$ cat src/rtl/svpwm_pkg.sv
// Shared types, fixed-point constants and the CORDIC arctangent table of the SVPWM generator.
package svpwm_pkg;

   typedef logic signed [15:0] volt_type;
   typedef logic signed [15:0] depth_type;
   typedef logic signed [32:0] trig_type;
   typedef logic        [2:0]  sector_idx_type;
   typedef logic        [10:0] duty_type;

   localparam int CORDIC_STEPS = 16;

   // Modulation depth limit, 0.577 in Q1.15
   localparam logic [15:0] DEPTH_MAX = 16'd18907;
   // Quarter turn in 2^-24 turn
   localparam logic signed [24:0] QUARTER_T24 = 25'sd4194304;
   // Quarter turn in 2^-16 turn
   localparam logic [15:0] QUARTER_T16 = 16'h4000;
   // Inverse CORDIC gain, Q2.30
   localparam logic signed [32:0] KINV_Q30 = 33'sd652032875;
   // sqrt(3), Q2.30
   localparam logic signed [31:0] SQRT3_Q30 = 32'sd1859775394;
   // One, Q2.30
   localparam logic signed [35:0] ONE_Q30 = 36'sd1073741824;
   // ceil(2^25 / 3): exact division by three for values below 2^25
   localparam logic [23:0] RECIP3_Q25 = 24'd11184811;

   // Arctangent of 2^-i in 2^-24 turn
   localparam logic [21:0] ATAN_T24 [CORDIC_STEPS] = '{
      22'd2097152, 22'd1238021, 22'd654136, 22'd332050,
      22'd166669,  22'd83416,   22'd41718,  22'd20860,
      22'd10430,   22'd5215,    22'd2608,   22'd1304,
      22'd652,     22'd326,     22'd163,    22'd81
   };

endpackage

$ cat src/rtl/svpwm_depth.sv
// Modulation depth pipeline: squares, bit-pair square root, restoring divide, clamp (35 stages).
module svpwm_depth import svpwm_pkg::*; (
   input  logic        clock,
   input  logic        en,
   input  logic [15:0] supply,
   input  volt_type    volt_q,
   input  volt_type    volt_d,
   output depth_type   depth
);

   localparam int SQ_STAGES  = 16;
   localparam int DIV_STAGES = 15;

   // Stage 0: squares and the q-only path operands
   logic signed [31:0] sq_q_in, sq_d_in;
   logic        [31:0] sq_q_ff, sq_d_ff;
   logic        [15:0] q_raw, abs_q_in, abs_q0_ff;
   logic               dnz0_ff, neg0_ff;

   assign sq_q_in  = volt_q * volt_q;
   assign sq_d_in  = volt_d * volt_d;
   assign q_raw    = volt_q;
   assign abs_q_in = q_raw[15] ? (~q_raw + 16'd1) : q_raw;

   always_ff @(posedge clock) begin
      if (en) begin
         sq_q_ff   <= sq_q_in;
         sq_d_ff   <= sq_d_in;
         abs_q0_ff <= abs_q_in;
         dnz0_ff   <= (volt_d != '0);
         neg0_ff   <= (volt_d == '0) && q_raw[15];
      end
   end

   // Square root pipeline, index 0 holds the sum of squares
   logic [31:0] sn_ff   [SQ_STAGES+1];
   logic [31:0] sr_ff   [SQ_STAGES+1];
   logic [15:0] sabs_ff [SQ_STAGES+1];
   logic        sdnz_ff [SQ_STAGES+1];
   logic        sneg_ff [SQ_STAGES+1];

   always_ff @(posedge clock) begin
      if (en) begin
         sn_ff[0]   <= sq_q_ff + sq_d_ff;
         sr_ff[0]   <= '0;
         sabs_ff[0] <= abs_q0_ff;
         sdnz_ff[0] <= dnz0_ff;
         sneg_ff[0] <= neg0_ff;
      end
   end

   for (genvar g = 0; g < SQ_STAGES; g++) begin : g_sqrt
      localparam logic [31:0] BIT = 32'd1 << (30 - 2 * g);
      logic [32:0] cand;
      logic        take;

      assign cand = {1'b0, sr_ff[g]} + {1'b0, BIT};
      assign take = {1'b0, sn_ff[g]} >= cand;

      // Try one root bit
      always_ff @(posedge clock) begin
         if (en) begin
            sn_ff[g+1]   <= take ? (sn_ff[g] - cand[31:0]) : sn_ff[g];
            sr_ff[g+1]   <= take ? ((sr_ff[g] >> 1) + BIT) : (sr_ff[g] >> 1);
            sabs_ff[g+1] <= sabs_ff[g];
            sdnz_ff[g+1] <= sdnz_ff[g];
            sneg_ff[g+1] <= sneg_ff[g];
         end
      end
   end

   // Divider setup: a quotient of 2^15 or more is past the clamp
   logic [15:0] sup1;
   logic [15:0] mag_in;

   assign sup1   = (supply == '0) ? 16'd1 : supply;
   assign mag_in = sdnz_ff[SQ_STAGES] ? sr_ff[SQ_STAGES][15:0] : sabs_ff[SQ_STAGES];

   logic [15:0] drem_ff [DIV_STAGES+1];
   logic [14:0] dquo_ff [DIV_STAGES+1];
   logic        dovf_ff [DIV_STAGES+1];
   logic        dneg_ff [DIV_STAGES+1];

   always_ff @(posedge clock) begin
      if (en) begin
         drem_ff[0] <= mag_in;
         dquo_ff[0] <= '0;
         dovf_ff[0] <= (mag_in >= sup1);
         dneg_ff[0] <= sneg_ff[SQ_STAGES];
      end
   end

   for (genvar g = 0; g < DIV_STAGES; g++) begin : g_div
      logic [16:0] rem2;
      logic        ge;

      assign rem2 = {drem_ff[g], 1'b0};
      assign ge   = rem2 >= {1'b0, sup1};

      // One quotient bit
      always_ff @(posedge clock) begin
         if (en) begin
            drem_ff[g+1] <= ge ? 16'(rem2 - {1'b0, sup1}) : rem2[15:0];
            dquo_ff[g+1] <= {dquo_ff[g][13:0], ge};
            dovf_ff[g+1] <= dovf_ff[g];
            dneg_ff[g+1] <= dneg_ff[g];
         end
      end
   end

   // Clamp and restore the sign
   logic [15:0] quo_ext, mag_clamp;
   depth_type   depth_in, depth_ff;

   assign quo_ext   = {1'b0, dquo_ff[DIV_STAGES]};
   assign mag_clamp = (dovf_ff[DIV_STAGES] || (quo_ext > DEPTH_MAX)) ? DEPTH_MAX : quo_ext;
   assign depth_in  = dneg_ff[DIV_STAGES] ? -$signed(mag_clamp) : $signed(mag_clamp);

   always_ff @(posedge clock) begin
      if (en) begin
         depth_ff <= depth_in;
      end
   end

   assign depth = depth_ff;

endmodule

$ cat config.mk
export PLATFORM = sky130hd
export DESIGN_NAME = svpwm_depth
export DESIGN_NICKNAME = d
export VERILOG_FILES = /design/src/rtl/svpwm_pkg.sv /design/src/rtl/svpwm_depth.sv
export SDC_FILE = /design/constraint.sdc
export NUM_CORES = 2
export LEC_CHECK = 0
export ABC_AREA = 1
export BUFFER_PORTS_ARGS = -buffer_cell sky130_fd_sc_hd__buf_2
export CAP_MARGIN = 20
export CORE_ASPECT_RATIO = 1.4
export CORE_MARGIN = 1.5
export CORE_UTILIZATION = 25
export CTS_CLUSTER_SIZE = 12
export DETAILED_ROUTE_END_ITERATION = 6
export GPL_TIMING_DRIVEN = 0
export HOLD_SLACK_MARGIN = 0.12
export PLACE_DENSITY = 0.46
export SETUP_SLACK_MARGIN = 0.2
export SYNTH_ARGS = -nofsm -noshare
export SYNTH_HDL_FRONTEND = slang
export SYNTH_SLANG_ARGS = --single-unit
$ cat constraint.sdc
create_clock -name clock -period 6.5 [get_ports clock]
set_input_delay 0 -clock clock [delete_from_list [all_inputs] [get_ports clock]]
set_output_delay 0 -clock clock [all_outputs]
set_load 0.03 [all_outputs]
==> metrics <==
status=finished clean; worst stage delay on the critical path=0.72 ns; clock buffer depth=4; final net count=10,600; Post-synth EDFFs=1,441; CTS H-tree lvls=4; PwrDens=551 nW/um^2; vias in the first global route=67,500; worst hold slack=0.130 ns; Crit Path Category=in2reg; grt total ovfl=0; CP cell instances=clkbuf_1, buf_1, nand2_1, fa_1, inv_1, fa_1, fa_1, fa_1, fa_1, inv_1, fa_1, inv_1, ha_1, nand2_1, nor2_1, inv_1, nor3_1, nand4_1, nand3_1, a21oi_1, xnor2_1; Die Width=516 um; critical path endpoint category=register; Cells after Synth=9,187; Least-Margin Pin Slew=1.04 ns; P&R area growth vs syn=14.1%; Buf/Inv on CP=6; Post-Place Worst Slack=-1.35 ns; CP max FO=10; final cell count without fillers=14,500; Worst Clk Skew=0.0656 ns; clk slew on worst S/H paths=0.06 ns; Cells after DPL=14,200; antenna violations before repair=4; Post-Route WL=254,000 um; Vias per Instance=4.40; Mapped Avg Cell Area=10.0 sq um; Hold Crit Class=in2reg; Setup WS post-layout=0.475 ns; share of the synthesized area in the top cell type=0.470; largest net degree at the start of global routing=174; Buffers on Ports=53; Final ANT Viol Nets=0; # rows=263; IO Count=66; Synth Warn #=0; critical path's top delay family=adder cells; most frequent cell after synthesis=nand2_1; Initial Util=0.251; DRT Pass-1 Iters=6; main flop type after synthesis=edfxtp_1; TritonCTS Sinks=1,441; CP Launch Type=input pin; Setup violations, final=0; Leak=44.8 nW; Pins Over Slew Limit=0; Critical-path top delay cell=fa_1; most used cell, CP=fa_1; first-pass GRT wire length=390,000 um; Post-Syn Nets=10,300; Mapped Area=92,000 sq um; Max-slew headroom=0.304; Highest Clock Rate=166 MHz; Arr. time, crit path=6.62 ns; Synth top cells by count=nand2_1, inv_1, edfxtp_1; Async SR Flop Fraction=0; TritonCTS Buffers=173; Core ar.=366,000 sq um; share of layout cells above drive strength 1=0.0603; met1 global-route usage=0.142; min cycle time layout=6.03 ns; Die Y=721 um; sequential area share after synthesis=0.470; drc violations=0; Initial DRC Count=3,512; Tcrit/Tclk final=0.927; met2 Use GR=0.269; TritonCTS clock tree=yes; top post-synthesis cells by area=edfxtp_1, fa_1, ha_1, nand2_1, inv_1; Die Area=372,000 sq um; utilization after layout=0.287; Routed WL per cell=17.5 um; clock tree root buffer cell=clkbuf_16; DP Wirelength=198,000 um; number of max-cap violations=0; Synth area leader=edfxtp_1; maximum vdd drop=1.33 mV; Req. time, crit path=7.09 ns; gr usage total=0.135; vias post-DR=63,900; worst skew pair latency=0.84 ns; Seq cells post-synth=1,441; GPL Wtd Cong=0.878; Yosys cell types=65; unrepaired setup endpoints after global routing=false; gr busiest metal=met2; M3 GR Usage=0.0149; final hold viol count=0
-- kinds of logic after synthesis --
family / after synthesis / share of synthesized area
multiplexers: 15 / 0.00184
flip-flops: 1441 / 0.470
adder cells (fa/ha/maj): 1104 / 0.190
AND/OR/NAND/NOR: 3343 / 0.154
XOR/XNOR: 454 / 0.0432
buffers and inverters: 1618 / 0.0683
AO/OA/AOI/OAI: 1212 / 0.0723
-- worst register-to-register path, stage by stage (launching register included) --
cell and delay [ns]:
edfxtp_1 0.40, inv_1 0.06, ha_1 0.26, clkbuf_1 0.28
nand2_1 0.10, nor2_1 0.14, nand2_1 0.07, nor3_1 0.76
nand4_1 0.56, nand3_2 0.40, inv_2 0.14, buf_4 0.20
nand2_1 0.06, o21ai_0 0.09
-- layer usage --
metal / part of all wire / vias up / routed length (um)
li1: - / 31300 / -
met4: 0.044 / 2 / 11100
met5: 0.000043 / - / 11
met3: 0.030 / 447 / 7580
met1: 0.37 / 31000 / 94300
met2: 0.55 / 1138 / 140000
-- registers in the layout (all words and copies together), names as in the netlist, 16 cells and up --
name	flops
sabs_ff	272
sr_ff	136
sq_q_ff	31
sdnz_ff	17
dneg_ff	16
sq_d_ff	31
sneg_ff	17
depth	16
sn_ff	512
dovf_ff	16
dquo_ff	120
drem_ff	240
-- power by group --
part,switching (mW),leakage [nW],internal (mW)
logic,21.4,28.1,11.6
clock network,3.92,2.68,5.66
registers,1.33,14.0,13.9
total,26.7,44.8,31.1
-- cell usage in the layout, fill, tap and decap left out, drive strengths merged, types with 111 or more instances in the layout --
| cell | Yosys | final |
|---|---|---|
| nand2 | 1955 | 1955 |
| inv | 1482 | 1493 |
| edfxtp | 1441 | 1441 |
| nor2 | 630 | 630 |
| ha | 622 | 622 |
| o21ai | 510 | 510 |
| a21oi | 500 | 500 |
| fa | 482 | 482 |
| nand3 | 321 | 321 |
| clkbuf | 64 | 264 |
| xnor2 | 236 | 236 |
| xor2 | 218 | 218 |
| buf | 71 | 144 |
| nand4 | 111 | 111 |
-- layout make-up --
type                            count  area, sq um
Fill cell                       38300       261000
Sequential cell                  1441        43300
Multi-Input combinational cell   6128        42400
Tap cell                         4902         6130
Inverter                         1483         5570
Clock buffer                      198         4490
Timing Repair Buffer              122         1290
Clock inverter                    103         1030
Buffer                            134          739
Antenna cell                        6         15.0
-- per-stage QoR --
step	total power, mW	setup TNS, ns	cell area, sq um
2_1_floorplan	37.4	0	92000
3_3_place_gp	49.4	-	98400
3_5_place_dp	49.0	-18.35	98900
4_1_cts	59.0	0	105000
5_1_grt	63.0	0	105000
6_report	57.8	0	105000
-- path summary, 6_finish.rpt --
kind / start / to / slack, ns / depth (start not counted)
setup / recovery: volt_d[12] / sq_d_ff[25] / 0.47 / 21
hold / removal: volt_q[15] / abs_q0_ff[9] / 0.13 / 5
setup reg to reg: sr_ff[0][310] / sn_ff[0][342] / 2.72 / 13
hold reg to reg: abs_q0_ff[14] / sabs_ff[0][14] / 0.41 / 0
-- what timing repair did --
action / 4_1_cts / 5_1_grt
buffers inserted: 0 / 0
hold buffers: 44 / 2
setup endpoints to repair: 10 / 22
endpoints found under the hold margin: 188 / 2
gates resized for setup: 3 / 37
Note: power is estimated with default switching activity, not from simulation.
